[src/rtl/gps_binary_frame_deframer_assert.svh]
// Assertion macros for the deframer, clocked on clk and disabled in reset
`ifndef GPS_BINARY_FRAME_DEFRAMER_ASSERT_SVH
`define GPS_BINARY_FRAME_DEFRAMER_ASSERT_SVH

`ifndef SYNTH

// Same-cycle implication
`define GBFD_ASSERT_IMP(label, ante, cons, msg) \
    label: assert property (@(posedge clk) disable iff (!rst_n) (ante) |-> (cons)) \
        else $error(msg);

// Next-cycle implication
`define GBFD_ASSERT_NXT(label, ante, cons, msg) \
    label: assert property (@(posedge clk) disable iff (!rst_n) (ante) |=> (cons)) \
        else $error(msg);

`else

`define GBFD_ASSERT_IMP(label, ante, cons, msg)
`define GBFD_ASSERT_NXT(label, ante, cons, msg)

`endif

`endif

[src/rtl/gbfd_pkg.sv]
`timescale 1ns / 1ps

package gbfd_pkg;

    localparam int PHASE_W = 4;
    localparam int BYTE_W  = 8;
    localparam int LEN_W   = 16;
    localparam int SUM_W   = 15;
    localparam int CHK_W   = 16;
    localparam int ADDR_W  = 4;
    localparam int DATA_W  = 32;
    localparam int REG_IDX_W = 2;

    // Frame phase codes
    localparam logic [PHASE_W-1:0] PH_START1 = 4'd0;
    localparam logic [PHASE_W-1:0] PH_START2 = 4'd1;
    localparam logic [PHASE_W-1:0] PH_LEN_HI = 4'd2;
    localparam logic [PHASE_W-1:0] PH_LEN_LO = 4'd3;
    localparam logic [PHASE_W-1:0] PH_ID     = 4'd4;
    localparam logic [PHASE_W-1:0] PH_PAYLD  = 4'd5;
    localparam logic [PHASE_W-1:0] PH_CK_HI  = 4'd6;
    localparam logic [PHASE_W-1:0] PH_CK_LO  = 4'd7;
    localparam logic [PHASE_W-1:0] PH_END1   = 4'd8;
    localparam logic [PHASE_W-1:0] PH_END2   = 4'd9;
    localparam logic [PHASE_W-1:0] PH_DONE   = 4'd10;

    // Register indexes
    localparam logic [REG_IDX_W-1:0] REG_START1 = 2'd0;
    localparam logic [REG_IDX_W-1:0] REG_START2 = 2'd1;
    localparam logic [REG_IDX_W-1:0] REG_END1   = 2'd2;
    localparam logic [REG_IDX_W-1:0] REG_END2   = 2'd3;

    // Register reset values
    localparam logic [BYTE_W-1:0] RST_START1 = 8'd160;
    localparam logic [BYTE_W-1:0] RST_START2 = 8'd162;
    localparam logic [BYTE_W-1:0] RST_END1   = 8'd176;
    localparam logic [BYTE_W-1:0] RST_END2   = 8'd179;

    // One result of the frame walk
    typedef struct packed {
        logic [PHASE_W-1:0] next_phase;
        logic               byte_consumed;
        logic               payload_valid;
        logic [BYTE_W-1:0]  payload_byte;
        logic [BYTE_W-1:0]  frame_id;
        logic               frame_done;
        logic               checksum_ok;
    } result_t;

endpackage

[src/rtl/gbfd_if.sv]
`timescale 1ns / 1ps

// Received byte channel
interface gbfd_byte_if;
    logic                          valid;
    logic                          ready;
    logic [gbfd_pkg::BYTE_W-1:0]   rx_byte;

    modport source (output valid, output rx_byte, input ready);
    modport sink   (input valid, input rx_byte, output ready);
endinterface

// Deframer result channel
interface gbfd_result_if;
    logic                          valid;
    logic                          ready;
    logic [gbfd_pkg::PHASE_W-1:0]  next_phase;
    logic                          byte_consumed;
    logic                          payload_valid;
    logic [gbfd_pkg::BYTE_W-1:0]   payload_byte;
    logic [gbfd_pkg::BYTE_W-1:0]   frame_id;
    logic                          frame_done;
    logic                          checksum_ok;

    modport source (output valid, output next_phase, output byte_consumed,
                    output payload_valid, output payload_byte, output frame_id,
                    output frame_done, output checksum_ok, input ready);
    modport sink   (input valid, input next_phase, input byte_consumed,
                    input payload_valid, input payload_byte, input frame_id,
                    input frame_done, input checksum_ok, output ready);
endinterface

[src/rtl/gps_binary_frame_deframer.sv]
`timescale 1ns / 1ps
// Each accepted byte is held in the input register, then in the result register; the frame
// state updates as the byte leaves the input register.
// Throughput: one byte per cycle while the result channel is ready; the frame state updates on each step.
// Reset: rst_n asynchronous active low; clears both stages, the frame state to
// waiting for the first start sync, and the sync registers to their defaults.
module gps_binary_frame_deframer
(
    input  logic                           clk,
    input  logic                           rst_n,
    input  logic                           psel,
    input  logic                           penable,
    input  logic                           pwrite,
    input  logic [gbfd_pkg::ADDR_W-1:0]    paddr,
    input  logic [gbfd_pkg::DATA_W-1:0]    pwdata,
    output logic [gbfd_pkg::DATA_W-1:0]    prdata,
    output logic                           pready,
    gbfd_byte_if.sink                      byte_in,
    gbfd_result_if.source                  result_out
);

    // Sync registers
    logic [gbfd_pkg::BYTE_W-1:0] start1_reg;
    logic [gbfd_pkg::BYTE_W-1:0] start2_reg;
    logic [gbfd_pkg::BYTE_W-1:0] end1_reg;
    logic [gbfd_pkg::BYTE_W-1:0] end2_reg;
    logic [gbfd_pkg::REG_IDX_W-1:0] reg_idx;
    logic cfg_wr;

    // Pipeline
    logic                        in_valid_reg;
    logic [gbfd_pkg::BYTE_W-1:0] in_byte_reg;
    logic                        out_valid_reg;
    gbfd_pkg::result_t           out_reg;
    gbfd_pkg::result_t           res_next;
    logic                        out_free;
    logic                        step;

    // Frame state
    logic [gbfd_pkg::PHASE_W-1:0] phase_reg, phase_next;
    logic [gbfd_pkg::LEN_W-1:0]   remain_reg, remain_next;
    logic [gbfd_pkg::BYTE_W-1:0]  id_reg, id_next;
    logic [gbfd_pkg::SUM_W-1:0]   sum_reg, sum_next;
    logic [gbfd_pkg::CHK_W-1:0]   check_reg, check_next;

    logic [gbfd_pkg::SUM_W-1:0]   sum_add;
    logic [gbfd_pkg::LEN_W-1:0]   len_full;
    logic [gbfd_pkg::LEN_W-1:0]   remain_dec;

    // Configuration port
    assign pready  = 1'b1;
    assign reg_idx = paddr[gbfd_pkg::ADDR_W-1:gbfd_pkg::ADDR_W-gbfd_pkg::REG_IDX_W];
    assign cfg_wr  = psel && penable && pwrite;

    always_ff @(posedge clk or negedge rst_n)
    begin
        if (!rst_n)
        begin
            start1_reg <= gbfd_pkg::RST_START1;
            start2_reg <= gbfd_pkg::RST_START2;
            end1_reg   <= gbfd_pkg::RST_END1;
            end2_reg   <= gbfd_pkg::RST_END2;
        end
        else if (cfg_wr)
        begin
            unique case (reg_idx)
                gbfd_pkg::REG_START1: start1_reg <= pwdata[gbfd_pkg::BYTE_W-1:0];
                gbfd_pkg::REG_START2: start2_reg <= pwdata[gbfd_pkg::BYTE_W-1:0];
                gbfd_pkg::REG_END1:   end1_reg   <= pwdata[gbfd_pkg::BYTE_W-1:0];
                gbfd_pkg::REG_END2:   end2_reg   <= pwdata[gbfd_pkg::BYTE_W-1:0];
                default:              start1_reg <= start1_reg;
            endcase
        end
    end

    // Read back the addressed register
    always_comb
    begin
        prdata = '0;
        unique case (reg_idx)
            gbfd_pkg::REG_START1: prdata[gbfd_pkg::BYTE_W-1:0] = start1_reg;
            gbfd_pkg::REG_START2: prdata[gbfd_pkg::BYTE_W-1:0] = start2_reg;
            gbfd_pkg::REG_END1:   prdata[gbfd_pkg::BYTE_W-1:0] = end1_reg;
            gbfd_pkg::REG_END2:   prdata[gbfd_pkg::BYTE_W-1:0] = end2_reg;
            default:              prdata = '0;
        endcase
    end

    // Handshake: advance the input stage when the result register is free
    assign out_free      = !out_valid_reg || result_out.ready;
    assign step          = in_valid_reg && out_free;
    assign byte_in.ready = !in_valid_reg || out_free;

    always_ff @(posedge clk or negedge rst_n)
    begin
        if (!rst_n)
        begin
            in_valid_reg  <= 1'b0;
            out_valid_reg <= 1'b0;
        end
        else
        begin
            if (byte_in.ready)
                in_valid_reg <= byte_in.valid;
            if (out_free)
                out_valid_reg <= in_valid_reg;
        end
    end

    // Hold payloads until their request moves on
    always_ff @(posedge clk)
    begin
        if (byte_in.ready && byte_in.valid)
            in_byte_reg <= byte_in.rx_byte;
        if (step)
            out_reg <= res_next;
    end

    // Frame walk
    assign sum_add    = sum_reg + {{(gbfd_pkg::SUM_W-gbfd_pkg::BYTE_W){1'b0}}, in_byte_reg};
    assign len_full   = {remain_reg[gbfd_pkg::LEN_W-1:gbfd_pkg::BYTE_W], in_byte_reg};
    assign remain_dec = remain_reg - 16'd1;

    always_comb
    begin
        phase_next  = phase_reg;
        remain_next = remain_reg;
        id_next     = id_reg;
        sum_next    = sum_reg;
        check_next  = check_reg;
        res_next    = '0;

        unique case (phase_reg)
            gbfd_pkg::PH_START1:
            begin
                if (in_byte_reg == start1_reg)
                begin
                    remain_next = '0;
                    id_next     = '0;
                    sum_next    = '0;
                    check_next  = '0;
                    phase_next  = gbfd_pkg::PH_START2;
                    res_next.byte_consumed = 1'b1;
                end
            end
            gbfd_pkg::PH_START2:
            begin
                if (in_byte_reg == start2_reg)
                begin
                    phase_next = gbfd_pkg::PH_LEN_HI;
                    res_next.byte_consumed = 1'b1;
                end
            end
            gbfd_pkg::PH_LEN_HI:
            begin
                remain_next = {in_byte_reg, 8'd0};
                phase_next  = gbfd_pkg::PH_LEN_LO;
                res_next.byte_consumed = 1'b1;
            end
            gbfd_pkg::PH_LEN_LO:
            begin
                // Length counts the id byte; saturate at zero
                remain_next = (len_full != '0) ? len_full - 16'd1 : len_full;
                phase_next  = gbfd_pkg::PH_ID;
                res_next.byte_consumed = 1'b1;
            end
            gbfd_pkg::PH_ID:
            begin
                sum_next   = sum_add;
                id_next    = in_byte_reg;
                phase_next = (remain_reg != '0) ? gbfd_pkg::PH_PAYLD : gbfd_pkg::PH_CK_HI;
                res_next.byte_consumed = 1'b1;
            end
            gbfd_pkg::PH_PAYLD:
            begin
                sum_next = sum_add;
                res_next.payload_valid = 1'b1;
                res_next.payload_byte  = in_byte_reg;
                res_next.byte_consumed = 1'b1;
                if (remain_reg != '0)
                    remain_next = remain_dec;
                if (remain_reg <= 16'd1)
                    phase_next = gbfd_pkg::PH_CK_HI;
            end
            gbfd_pkg::PH_CK_HI:
            begin
                check_next = {in_byte_reg, 8'd0};
                phase_next = gbfd_pkg::PH_CK_LO;
                res_next.byte_consumed = 1'b1;
            end
            gbfd_pkg::PH_CK_LO:
            begin
                check_next = {check_reg[gbfd_pkg::CHK_W-1:gbfd_pkg::BYTE_W], in_byte_reg};
                phase_next = gbfd_pkg::PH_END1;
                res_next.byte_consumed = 1'b1;
            end
            gbfd_pkg::PH_END1:
            begin
                if (in_byte_reg == end1_reg)
                begin
                    phase_next = gbfd_pkg::PH_END2;
                    res_next.byte_consumed = 1'b1;
                end
            end
            gbfd_pkg::PH_END2:
            begin
                if (in_byte_reg == end2_reg)
                begin
                    res_next.byte_consumed = 1'b1;
                    res_next.frame_done    = 1'b1;
                    res_next.checksum_ok   = ({1'b0, sum_reg} == check_reg);
                end
            end
            default:
            begin
                phase_next = gbfd_pkg::PH_START1;
            end
        endcase

        // Report against the id before the frame is dropped
        res_next.frame_id   = id_next;
        res_next.next_phase = res_next.frame_done ? gbfd_pkg::PH_DONE : phase_next;

        // Return to idle after a completed frame
        if (res_next.frame_done)
        begin
            phase_next  = gbfd_pkg::PH_START1;
            remain_next = '0;
            id_next     = '0;
            sum_next    = '0;
            check_next  = '0;
        end
    end

    always_ff @(posedge clk or negedge rst_n)
    begin
        if (!rst_n)
        begin
            phase_reg  <= gbfd_pkg::PH_START1;
            remain_reg <= '0;
            id_reg     <= '0;
            sum_reg    <= '0;
            check_reg  <= '0;
        end
        else if (step)
        begin
            phase_reg  <= phase_next;
            remain_reg <= remain_next;
            id_reg     <= id_next;
            sum_reg    <= sum_next;
            check_reg  <= check_next;
        end
    end

    // Drive the result channel
    assign result_out.valid         = out_valid_reg;
    assign result_out.next_phase    = out_reg.next_phase;
    assign result_out.byte_consumed = out_reg.byte_consumed;
    assign result_out.payload_valid = out_reg.payload_valid;
    assign result_out.payload_byte  = out_reg.payload_byte;
    assign result_out.frame_id      = out_reg.frame_id;
    assign result_out.frame_done    = out_reg.frame_done;
    assign result_out.checksum_ok   = out_reg.checksum_ok;

    // Checks
    `include "gps_binary_frame_deframer_assert.svh"

    `GBFD_ASSERT_IMP(a_phase_range, 1'b1, phase_reg <= gbfd_pkg::PH_END2, "phase out of range")
    `GBFD_ASSERT_IMP(a_done_shape, out_valid_reg && out_reg.frame_done, out_reg.byte_consumed && (out_reg.next_phase == gbfd_pkg::PH_DONE), "bad completion result")
    `GBFD_ASSERT_IMP(a_ok_needs_done, out_valid_reg && out_reg.checksum_ok, out_reg.frame_done, "checksum_ok without frame_done")
    `GBFD_ASSERT_NXT(a_done_to_idle, step && res_next.frame_done, phase_reg == gbfd_pkg::PH_START1 && sum_reg == '0, "frame state not cleared")

endmodule

[src/flat_wrapper.sv]
// flat-port wrapper written by rule: the top's interface ports become plain ports
module gps_binary_frame_deframer_flat 
  (clk, rst_n, psel, penable, pwrite, paddr, pwdata, prdata, pready, byte_in_valid, byte_in_rx_byte, byte_in_ready, result_out_valid, result_out_next_phase, result_out_byte_consumed, result_out_payload_valid, result_out_payload_byte, result_out_frame_id, result_out_frame_done, result_out_checksum_ok, result_out_ready);
  gbfd_byte_if byte_in_i ();
  gbfd_result_if result_out_i ();
  input  logic clk;
  input  logic rst_n;
  input  logic psel;
  input  logic penable;
  input  logic pwrite;
  input  logic [gbfd_pkg::ADDR_W-1:0] paddr;
  input  logic [gbfd_pkg::DATA_W-1:0] pwdata;
  output logic [gbfd_pkg::DATA_W-1:0] prdata;
  output logic pready;
  input wire logic [$bits(byte_in_i.valid)-1:0] byte_in_valid;
  input wire logic [$bits(byte_in_i.rx_byte)-1:0] byte_in_rx_byte;
  output wire logic [$bits(byte_in_i.ready)-1:0] byte_in_ready;
  output wire logic [$bits(result_out_i.valid)-1:0] result_out_valid;
  output wire logic [$bits(result_out_i.next_phase)-1:0] result_out_next_phase;
  output wire logic [$bits(result_out_i.byte_consumed)-1:0] result_out_byte_consumed;
  output wire logic [$bits(result_out_i.payload_valid)-1:0] result_out_payload_valid;
  output wire logic [$bits(result_out_i.payload_byte)-1:0] result_out_payload_byte;
  output wire logic [$bits(result_out_i.frame_id)-1:0] result_out_frame_id;
  output wire logic [$bits(result_out_i.frame_done)-1:0] result_out_frame_done;
  output wire logic [$bits(result_out_i.checksum_ok)-1:0] result_out_checksum_ok;
  input wire logic [$bits(result_out_i.ready)-1:0] result_out_ready;
  assign byte_in_i.valid = byte_in_valid;
  assign byte_in_i.rx_byte = byte_in_rx_byte;
  assign byte_in_ready = byte_in_i.ready;
  assign result_out_valid = result_out_i.valid;
  assign result_out_next_phase = result_out_i.next_phase;
  assign result_out_byte_consumed = result_out_i.byte_consumed;
  assign result_out_payload_valid = result_out_i.payload_valid;
  assign result_out_payload_byte = result_out_i.payload_byte;
  assign result_out_frame_id = result_out_i.frame_id;
  assign result_out_frame_done = result_out_i.frame_done;
  assign result_out_checksum_ok = result_out_i.checksum_ok;
  assign result_out_i.ready = result_out_ready;
  gps_binary_frame_deframer u_core (.clk(clk), .rst_n(rst_n), .psel(psel), .penable(penable), .pwrite(pwrite), .paddr(paddr), .pwdata(pwdata), .prdata(prdata), .pready(pready), .byte_in(byte_in_i), .result_out(result_out_i));
endmodule
[config.mk]
export PLATFORM = sky130hd
export DESIGN_NAME = gps_binary_frame_deframer_flat
export DESIGN_NICKNAME = d
export VERILOG_FILES = /design/src/rtl/gbfd_pkg.sv /design/src/rtl/gbfd_if.sv /design/src/rtl/gps_binary_frame_deframer.sv /design/src/flat_wrapper.sv
export VERILOG_INCLUDE_DIRS = /design/src /design/src/rtl
export SDC_FILE = /design/constraint.sdc
export NUM_CORES = 1
export LEC_CHECK = 0
export CAP_MARGIN = 20
export CORE_MARGIN = 2
export CORE_UTILIZATION = 48
export DETAILED_ROUTE_END_ITERATION = 10
export DONT_BUFFER_PORTS = 1
export PLACE_DENSITY = 0.66
export SLEW_MARGIN = 20
export SYNTH_ARGS = -nofsm -noshare
export SYNTH_HDL_FRONTEND = slang
export SYNTH_SLANG_ARGS = --single-unit
[constraint.sdc]
create_clock -name clk -period 3.5 [get_ports clk]
set_clock_uncertainty 0.05 [all_clocks]
set_input_delay 0.35 -clock clk [delete_from_list [all_inputs] [get_ports clk]]
set_output_delay 0.35 -clock clk [all_outputs]
set_load 0.03 [all_outputs]
Yosys cells after proc, flatten, opt, wreduce, memory -nomap -nowiden
Cells that the tools add are included.
Widths: inputs -> output; s select.
- output and inout bits: 59
- flip-flop bits (word level): 125
- equality and inequality tests: 21
- $add $sub $neg: 3
- $lt $le $gt $ge: 1
- reductions and logical operators: 28
- muxes and demuxes: 29
- operators by type and width (kind ; count):
    $mux 16 ; 5
    $pmux 16 s4 ; 1
    $pmux 16 s3 ; 1
    $pmux 4 s10 ; 1
    $eq 8x8->1 ; 4
    $pmux 8 s4 ; 1
    $reduce_bool 16->1 ; 2
    $sub 16x1->16 const B ; 2
    $mux 15 ; 2
    $pmux 15 s2 ; 1
    $mux 4 ; 5
    $eq 15x16->1 ; 1
    $eq 4x3->1 const B ; 4
    $le 16x1->1 const B ; 1
    $mux 8 ; 2
    $pmux 8 s2 ; 1
    $add 15x8->15 ; 1
    $reduce_and 2->1 ; 5
    $mux 9 ; 1
    $ne 3x1->1 const B ; 3
    $eq 4x2->1 const B ; 2
    $eq 4x4->1 const B ; 2
    $reduce_and 4->1 ; 2
    $mux 2 ; 3
    18 further kinds ; 29

Longest topological paths before layout
Gate-level depths: netlist of the first run.
- word-level depth: 5
- mapped depth: 10

Worst setup path before layout of the first run
Ideal clock, no wire load.
- path type: reg2reg
- from: register u_core.out_valid_reg, in the netlist u_core.result_out.valid
- to: register u_core.remain_reg[2] (netlist name)
- cell stages (with the launch flop): 9
- library setup time: 0.129 ns
- period minus slack after synthesis: 2.884 ns
- buffers on the path: 2
- path slack: 0.616 ns
- arrival time: 2.705 ns
- cell sequence: dfrtp_1 > nand2b_1 > nand2_1 > inv_1 > clkbuf_1 > o211ai_1 > clkbuf_1 > o21ai_0 > o21ai_0
- word-level cells in the longest chain between the ends: 4
- RTL lines (element ; RTL line ; RTL):
    start: declaration ; gps_binary_frame_deframer.sv:33 ; logic out_valid_reg;
    start signal: assignment ; gps_binary_frame_deframer.sv:106 ; out_valid_reg <= in_valid_reg;
    $logic_not 1->1 ; gps_binary_frame_deframer.sv:90 ; assign out_free = !out_valid_reg || result_out.ready;
    $logic_or 1x1->1 ; gps_binary_frame_deframer.sv:90 ;
    $logic_and 1x1->1 ; gps_binary_frame_deframer.sv:91 ; assign step = in_valid_reg && out_free;
    via u_core.step ; gps_binary_frame_deframer.sv:37 ; logic step;
    $reduce_and 4->1 (no line) ; n/a ;
    end signal: assignment ; gps_binary_frame_deframer.sv:248 ; remain_reg <= remain_next;
    end: declaration ; gps_binary_frame_deframer.sv:41 ; logic [gbfd_pkg::LEN_W-1:0] remain_reg, remain_next;
The timed path passes the listed nets, and every way through them passes these cells.
A chain may end at the register's enable or synchronous reset.

Worst setup path in the final report of the first run
- from: register u_core.in_byte_reg[4] (netlist name)
- to: register u_core.remain_reg[11] (netlist name)
- word-level cells in the longest chain between the ends: 5
- RTL lines (element ; RTL line ; RTL):
    start: declaration ; gps_binary_frame_deframer.sv:32 ; logic [gbfd_pkg::BYTE_W-1:0] in_byte_reg;
    start signal: assignment ; gps_binary_frame_deframer.sv:114 ; in_byte_reg <= byte_in.rx_byte;
    branches (longest 5 deep; another with $sub 16x1->16) ; n/a ;
Parallel ways; which one is timed is not known. The select of a mux whose other input is x is not followed.

==> flow_metrics.tcl, run 1 <==
set metrics [dict create \
    status "completed" \
    finalHoldViolCount 0 \
    nets 770 \
    synth_seq_cells 125 \
    hpwl_um 12200 \
    drive_gt1_share_pct 17.0 \
    clk-insertion-delay-late_ns 0.42 \
    io_buffers 0 \
    die_h_um 126 \
    grt_pass1_wl_um 28500 \
    yosys.area.top_type_share_pct 27.9 \
    drv_cap 0 \
    finalSetupTns_ns 0 \
    synthFlopType "dfrtp_1" \
    fmax_ghz 0.358 \
    ant_nets 0 \
    fin_crit_sh_pct 79.7 \
    place_area_sq_um 7340 \
    cts_resized 0 \
    hold_slack_ns 0.0252 \
    totalWireLength_um 18000 \
    cts_sinks 125 \
    timing.rr.end "u_core.remain_reg[11]$_DFFE_PN0P_" \
    power.leakage_uw 0.00334 \
    fp-row-count 44 \
    synth_xor_area_share_pct 7.82 \
    drv_slew 0 \
    cp_cell_sequence "or3_4 > or3_1 > o21ai_0 > a2bb2oi_1 > o211a_1 > o21ai_2" \
    synth-simple-area-share_pct 14.1 \
    path_max_fanout 10 \
    path_clk_slew_ns 0.06 \
    grt_pass1_vias 5284 \
    rrSetupSlack_ns 0.71 \
    overflow 0 \
    clk_path_buf_depth 2 \
    gp_congestion 0.934 \
    multi_input_area_sq_um 3540 \
    post_cts_buffers 0 \
    ioPinCount 110 \
    totalPowerFinal_uw 4560 \
    yosys_warnings 0 \
    finalSetupViolations 0 \
    crit_path_top_delay_cell "o21ai_0" \
    syn_inst 689 \
    area_growth_syn_to_layout_pct 12.3 \
    antenna_found_initial 0 \
    rsz0062_at_grt "false" \
    regArea_sq_um 3300 \
    floorplan.initialDensity_pct 49.2 \
    yosys-mux-area-fraction_pct 9.12 \
    ir_worst_vdd_mv 0.371 \
    critPathKind "register to register" \
    root_buffer "clkbuf_16" \
    final_common_cell "dfrtp_1" \
    setup.worst_path.end "u_core.remain_reg[11]$_DFFE_PN0P_" \
    antenna_cells 0 \
    cts_inserted_buffers 17 \
    period_minus_slack_ns 2.79 \
    hp-class "input pin to register" \
    vias 5491 \
    p_per_area_nw_per_um2 566 \
    synthTopCellsByArea "dfrtp_1 (28%), edfxtp_1 (13%), xnor2_1 (6.1%)" \
    yosysTopAreaCell "dfrtp_1" \
    grt_usage_pct 23.1 \
    slowest_delay_ns 0.64 \
    synthAdderAreaFrac_pct 2.55 \
    core_sq_um 14600 \
    yosysUniqueCellTypes 66 \
    wl_per_cell_um 20.0 \
    drt_iter0_markers 505 \
    crit_path_start_kind "register" \
    required_ns 3.75 \
    r2r_start "u_core.in_byte_reg[4]$_DFFE_PP_" \
    synth_top_family_by_area "compound AO/OA/AOI/OAI gates" \
    slew_headroom_pct 44.6 \
    fp.dieArea_sq_um 15900 \
    n_fill_cell 1283 \
    drt_pre_antenna_iters 5 \
    worst_pin_slew_ns 0.828 \
    cts-hold-fix-buffers 11 \
    synth-edff-count 32 \
    dpl.cell_count 859 \
    syn_area_per_cell_sq_um 10.4 \
    vias_per_cell 6.09 \
    grt_max_degree 94 \
    yosysSeqAreaShare_pct 46.1 \
    netlist_area_sq_um 7170 \
    fin_area_sq_um 8050 \
    fin_cells 902 \
    worst_ep_arrival_time_ns 3.04 \
    final_cell_mix "dfrtp_1 (80), nand2_1 (50), xnor2_1 (50), nor2_1 (39), o21ai_0 (39)" \
    end_kind "register" \
    cp-startpoint "u_core.in_byte_reg[4]$_DFFE_PP_" \
    synthArstFlopShare_pct 74.4 \
    fp.dieW_um 126 \
    synth_compound_area_share_pct 14.4 \
    drc 0 \
    htree_levels 4 \
    ff2ff_path_depth 6 \
    cts_tree "yes" \
]
## power breakdown
part	internal [uW]	switching, uW
clock	1070	674
sequential	1710	234
combinational	369	506
total	3150	1410
## synth_stat cells (18+ instances only)
cell / count
clkbuf_1: 29
edfxtp_1: 32
dfrtp_1: 80
nand4_1: 18
mux2_2: 35
buf_4: 25
inv_1: 21
o21ai_0: 39
nand2_1: 50
xnor2_1: 50
a21oi_1: 23
a22o_1: 26
nor3_1: 28
nor2_1: 39
## cell type report
type | instances | area share, %
flip-flops and latches | 125 | 41.0
clock inverters | 13 | 1.74
inverters | 21 | 0.979
multi-input cells | 504 | 44.0
well taps | 184 | 2.86
clock buffers | 19 | 5.50
repair buffers | 36 | 3.91
## stage by stage
stage | util (%) | setup WS, ns
2_1_floorplan | - | 0.616
4_1_cts | 55.2 | 0.808
6_report | 55.2 | 0.710
3_3_place_gp | 50.3 | 0.848
3_5_place_dp | 50.3 | 0.821
5_1_grt | 55.2 | 0.589
## worst max-delay path: cells and delay by family, from the launching register on
kind            cells  cell delay, ns
compound gates      4            1.14
flops               1            0.56
simple gates        2            0.92
## cell families (layout without fill, tap and decap cells)
group | after synthesis | in the layout
DFF | 125 | 125
buffers and inverters | 83 | 89
AOI/OAI and AO/OA | 149 | 149
and+or+nand+nor | 201 | 201
adders and majority gates | 14 | 14
other | 2 | 25
muxes | 51 | 51
xor gates and xnor gates | 64 | 64
## per-layer routing
| layer | global-route usage (%) | routed length, um |
|---|---|---|
| met1 | 30.2 | 7780 |
| met2 | 36.7 | 8650 |
| met3 | 6.03 | 1080 |
| met4 | 9.37 | 498 |
| met5 | 0 | 0 |
## worst min path at each step
stage | startpoint | end | slack [ns] | cells past startpoint
global route | pwdata[2] | u_core.start2_reg[2]$_DFFE_PN0P_ | 0.01 | 1
global placement | rst_n | u_core.start2_reg[4]$_DFFE_PN0P_ | 0.006 | 0
CTS | pwdata[6] | u_core.start2_reg[6]$_DFFE_PN0P_ | 0.01 | 1
finish | pwdata[2] | u_core.end1_reg[2]$_DFFE_PN0P_ | 0.03 | 1
floorplan | rst_n | u_core.check_reg[0]$_DFFE_PN0P_ | 0.004 | 0
detailed placement | rst_n | u_core.start2_reg[4]$_DFFE_PN0P_ | 0.006 | 0
Note: power is estimated with default switching activity, not from simulation.
==> inputs of run 2 (changes only) <==
Settings changed: PLACE_DENSITY 0.66 to 0.68.
Clock period 3.5 ns to 2.51 ns, I/O delays scaled along.
==> flow_metrics.tcl, run 2 (synthesis gave the netlist of run 1 again) <==
set metrics [dict create \
    p_per_area_nw_per_um2 805 \
    comb_power_share_pct 19.7 \
    root_buffer "clkbuf_16" \
    final_cell_mix "dfrtp_1 (80), buf_4 (53), nand2_1 (50), xnor2_1 (50)" \
    finalSetupViolations 0 \
    period_minus_slack_ns 2.38 \
    grt_pass1_wl_um 30100 \
    wl_per_cell_um 19.8 \
    status "completed" \
    path_clk_slew_ns 0.06 \
    ant_nets 0 \
    power.leakage_uw 0.00359 \
    cts_tree "yes" \
    holdCritStartpoint "result_out_ready" \
    drt_iter0_markers 490 \
    rrSetupSlack_ns 0.13 \
    path_max_fanout 8 \
    p_sw_share_pct 30.4 \
    nets 810 \
    clk_path_buf_depth 2 \
    ff2ff_path_depth 8 \
    area_growth_syn_to_layout_pct 18.5 \
    drt_pre_antenna_iters 7 \
    fin_crit_sh_pct 94.9 \
    final_common_cell "dfrtp_1" \
    fp.dieArea_sq_um 15900 \
    drive_gt1_share_pct 20.4 \
    finalSetupTns_ns 0 \
    crit_buf_inv 2 \
    ir_worst_vdd_mv 0.528 \
    crit_path_top_delay_cell "a211oi_1" \
    crit_family "simple AND/OR/NAND/NOR gates" \
    slowest_delay_ns 0.49 \
    worst_pin_slew_ns 0.870 \
    cts_inserted_buffers 17 \
    hold_depth 2 \
    end_kind "register" \
    ioPinCount 110 \
    overflow 0 \
    finalHoldViolCount 0 \
    required_ns 2.83 \
    fmax_ghz 0.420 \
    die_h_um 126 \
    antenna_found_initial 0 \
    grt_usage_pct 24.2 \
    drv_cap 0 \
    drv_slew 0 \
    worst_ep_arrival_time_ns 2.71 \
    floorplan.initialDensity_pct 49.2 \
    crit_path_start_kind "register" \
    hold-path-endpoint "u_core.in_valid_reg$_DFFE_PN0N_" \
    grt_max_degree 94 \
    drc 0 \
    fp.dieW_um 126 \
    critPathKind "register to register" \
    intPower_uw 4760 \
    hp-class "input pin to register" \
    core_sq_um 14600 \
    fp-row-count 44 \
    cp_cell_sequence "buf_4 > buf_4 > xnor2_1 > nand4_1 > nor4_1 > nor3_1 > a211oi_1 > mux2_2" \
    hpwl_um 12600 \
    totalWireLength_um 18600 \
    timing.rr.end "u_core.phase_reg[0]$_DFFE_PN0P_" \
    io_buffers 0 \
    grt_pass1_vias 5525 \
    cts_sinks 125 \
    vias_per_cell 6.03 \
    gp_congestion 0.941 \
    power_frac_seq_pct 39.2 \
    totalPowerFinal_uw 6840 \
    clkPwrFrac_pct 41.1 \
    htree_levels 4 \
    cp_common_cell "buf_4" \
    vias 5678 \
    n_fill_cell 1174 \
    clk-insertion-delay-late_ns 0.44 \
    antenna_cells 0 \
    p_switching_uw 2080 \
    slew_headroom_pct 41.6 \
    r2r_start "u_core.in_byte_reg[0]$_DFFE_PP_" \
    rsz0062_at_grt "false" \
]
run 2: power groups by stage:
stage	logic [uW]	clock network, uW	registers [uW]
detailed placement	1250	0	2710
finish	1350	2810	2680
global route	1460	2930	2710
global placement	1240	0	2700
floorplan	1000	0	2640
CTS	1330	2840	2680
run 2: routing by layer:
metal | part of all wire (%) | global-route usage, %
met3 | 5.6 | 5.95
met5 | 0 | 0
met4 | 2.1 | 8.99
met1 | 44 | 32.2
met2 | 48 | 38.7
run 2: metrics by stage:
stage	hold slack [ns]	cell area, sq um	cells	worst slack (ns)	utilization [%]
floorplan	-0.0946	7260	712	0.0586	-
global placement	-0.0912	7560	885	0.135	51.8
detailed placement	-0.0920	7560	885	0.0948	51.8
CTS	0.198	8450	937	0.107	57.9
global route	0.213	8500	942	0.0235	58.2
finish	0.210	8500	942	0.129	58.2
run 2: timing repair:
| item | in CTS | in global routing |
|---|---|---|
| gates resized for setup | 0 | 3 |
| endpoints found under the setup margin | 0 | 23 |
| endpoints found under the hold margin | 135 | 0 |
| setup buffers | 0 | 5 |
| hold buffers | 20 | 0 |
run 2: worst max path at each step:
stage,from,endpoint,slack (ns),cells past startpoint
2_1_floorplan,u_core.in_byte_reg[3]$_DFFE_PP_,u_core.remain_reg[15]$_DFFE_PN0P_,0.06,8
3_3_place_gp,u_core.in_byte_reg[0]$_DFFE_PP_,u_core.phase_reg[0]$_DFFE_PN0P_,0.13,8
3_5_place_dp,u_core.in_byte_reg[1]$_DFFE_PP_,u_core.remain_reg[11]$_DFFE_PN0P_,0.09,9
4_1_cts,u_core.in_byte_reg[1]$_DFFE_PP_,u_core.remain_reg[11]$_DFFE_PN0P_,0.11,9
5_1_grt,u_core.in_byte_reg[1]$_DFFE_PP_,u_core.remain_reg[14]$_DFFE_PN0P_,0.02,9
6_report,u_core.in_byte_reg[0]$_DFFE_PP_,u_core.phase_reg[0]$_DFFE_PN0P_,0.13,8
run 2: layout make-up:
class	instances	area, sq um	share of cell area, %
tap	184	230	2.71
timing repair buffer	76	667	7.85
clock inverter	13	198	2.33
sequential	125	3300	38.9
inverter	21	78.8	0.928
multi-input combinational	504	3540	41.7
clock buffer	19	475	5.60
==> inputs of run 3 (changes only) <==
Settings changed: CORE_ASPECT_RATIO set to 1.75.
==> flow_metrics.tcl, run 3 (synthesis gave the netlist of run 1 again) <==
set metrics [dict create \
    required_ns 2.73 \
    worst_ep_arrival_time_ns 2.62 \
    grt_max_degree 94 \
    core_sq_um 14800 \
    grt_pass1_vias 5922 \
    antenna_found_initial 0 \
    fmax_ghz 0.417 \
    fin_area_sq_um 8550 \
    drv_slew 0 \
    period_minus_slack_ns 2.40 \
    antenna_cells 0 \
    finalSetupViolations 0 \
    cts_sinks 125 \
    clk_path_buf_depth 2 \
    htree_levels 4 \
    multi_input_area_sq_um 3570 \
    drive_gt1_share_pct 21.8 \
    ir_worst_vdd_mv 0.534 \
    nets 817 \
    slowest_delay_ns 0.50 \
    place_area_sq_um 7570 \
    path_clk_slew_ns 0.06 \
    finalHoldViolCount 0 \
    cts_tree "yes" \
    overflow 0 \
    clk-insertion-delay-late_ns 0.43 \
    floorplan.initialDensity_pct 48.6 \
    n_fill_cell 1206 \
    gp_congestion 0.910 \
    fin_crit_sh_pct 95.7 \
    final_cell_mix "dfrtp_1 (80), buf_4 (61), nand2_1 (50), xnor2_1 (50)" \
    cts_inserted_buffers 17 \
    vias 5772 \
    hp-class "input pin to register" \
    crit_path_start_kind "register" \
    totalWireLength_um 20000 \
    status "completed" \
    hold_depth 1 \
    drt_iter0_markers 451 \
    worst_pin_slew_ns 0.980 \
    fp.dieArea_sq_um 16000 \
    vias_per_cell 6.09 \
    cp_cell_sequence "buf_4 > xnor2_1 > nand4_1 > nor3_2 > buf_4 > o211ai_1 > buf_4 > o21ai_0 > o21ai_0" \
    die_h_um 166 \
    finalSetupTns_ns 0 \
    p_per_area_nw_per_um2 791 \
    fp.dieW_um 96.4 \
    end_kind "register" \
    root_buffer "clkbuf_16" \
    drc 0 \
    power.leakage_uw 0.00361 \
    regArea_sq_um 3300 \
    grt_usage_pct 26.5 \
    final_common_cell "dfrtp_1" \
    setup_slack_ns 0.109 \
    crit_path_top_delay_cell "edfxtp_1" \
    cp_common_cell "buf_4" \
    ff2ff_path_depth 9 \
    drt_pre_antenna_iters 5 \
    area_growth_syn_to_layout_pct 19.2 \
    fp-row-count 59 \
    path_max_fanout 18 \
    ant_nets 0 \
    critPathKind "register to register" \
    ioPinCount 110 \
    io_buffers 0 \
    dpl_worst_slack_ns 0.0329 \
    grt_pass1_wl_um 32000 \
    hpwl_um 14000 \
    wl_per_cell_um 21.1 \
    slew_headroom_pct 34.2 \
    drv_cap 0 \
]
## run 3: worst max-delay path: cells and delay by family (launching register included)
family,cells,cell delay (ns)
compound gates,3,0.53
xor+xnor,1,0.17
buf+inv,3,0.62
flops,1,0.50
simple gates,2,0.37
## run 3: stage by stage
step | power, uW | instances | utilization (%) | hold slack [ns]
3_5_place_dp | 3980 | 888 | 51.3 | -0.0905
4_1_cts | 6760 | 940 | 57.2 | 0.197
2_1_floorplan | 3640 | 712 | - | -0.0946
5_1_grt | 7020 | 948 | 57.9 | 0.216
6_report | 6760 | 948 | 57.9 | 0.216
3_3_place_gp | 3940 | 888 | 51.3 | -0.0910
## run 3: routing by layer
layer | routed length [um] | up-vias | global-route usage, %
met2 | 11000 | 230 | 46.4
met1 | 7270 | 2887 | 29.9
met4 | 876 | 0 | 13.3
met5 | 0 | - | 0
li1 | - | 2594 | -
met3 | 847 | 61 | 4.77
## run 3: path summary, 6_finish.rpt
| path | from | endpoint | slack, ns |
|---|---|---|---|
| hold reg to reg | u_core.id_reg[1]$_DFFE_PN0P_ | u_core.id_reg[1]$_DFFE_PN0P_ | 0.45 |
| min in group asynchronous | rst_n | u_core.sum_reg[11]$_DFFE_PN0P_ | 0.33 |
| setup / recovery | u_core.in_byte_reg[1]$_DFFE_PP_ | u_core.remain_reg[3]$_DFFE_PN0P_ | 0.11 |
| max in group asynchronous | rst_n | u_core.end2_reg[5]$_DFFE_PN1P_ | 1.66 |
| hold / removal | byte_in_valid | u_core.in_byte_reg[1]$_DFFE_PP_ | 0.22 |
| setup reg to reg | u_core.in_byte_reg[1]$_DFFE_PP_ | u_core.remain_reg[3]$_DFFE_PN0P_ | 0.11 |
## run 3: power breakdown
part | total, uW | internal [uW] | switching [uW]
Sequential | 2690 | 2390 | 304
Clock | 2710 | 1710 | 1000
Combinational | 1360 | 586 | 773
Total | 6760 | 4680 | 2080
## run 3: final cells by class
| cell class | instances | area share, % |
|---|---|---|
| multi-input cells | 504 | 41.8 |
| flip-flops and latches | 125 | 38.7 |
| repair buffers | 83 | 8.37 |
| clock buffers | 20 | 5.61 |
| well taps | 183 | 2.68 |
| clock inverters | 12 | 1.98 |
| inverters | 21 | 0.922 |
## run 3: what timing repair did
action,in CTS,in global routing
setup buffers,0,8
resized for setup,1,7
hold buffers,20,0
endpoints found under the hold margin,135,0
pin swaps,0,1
endpoints found under the setup margin,1,37
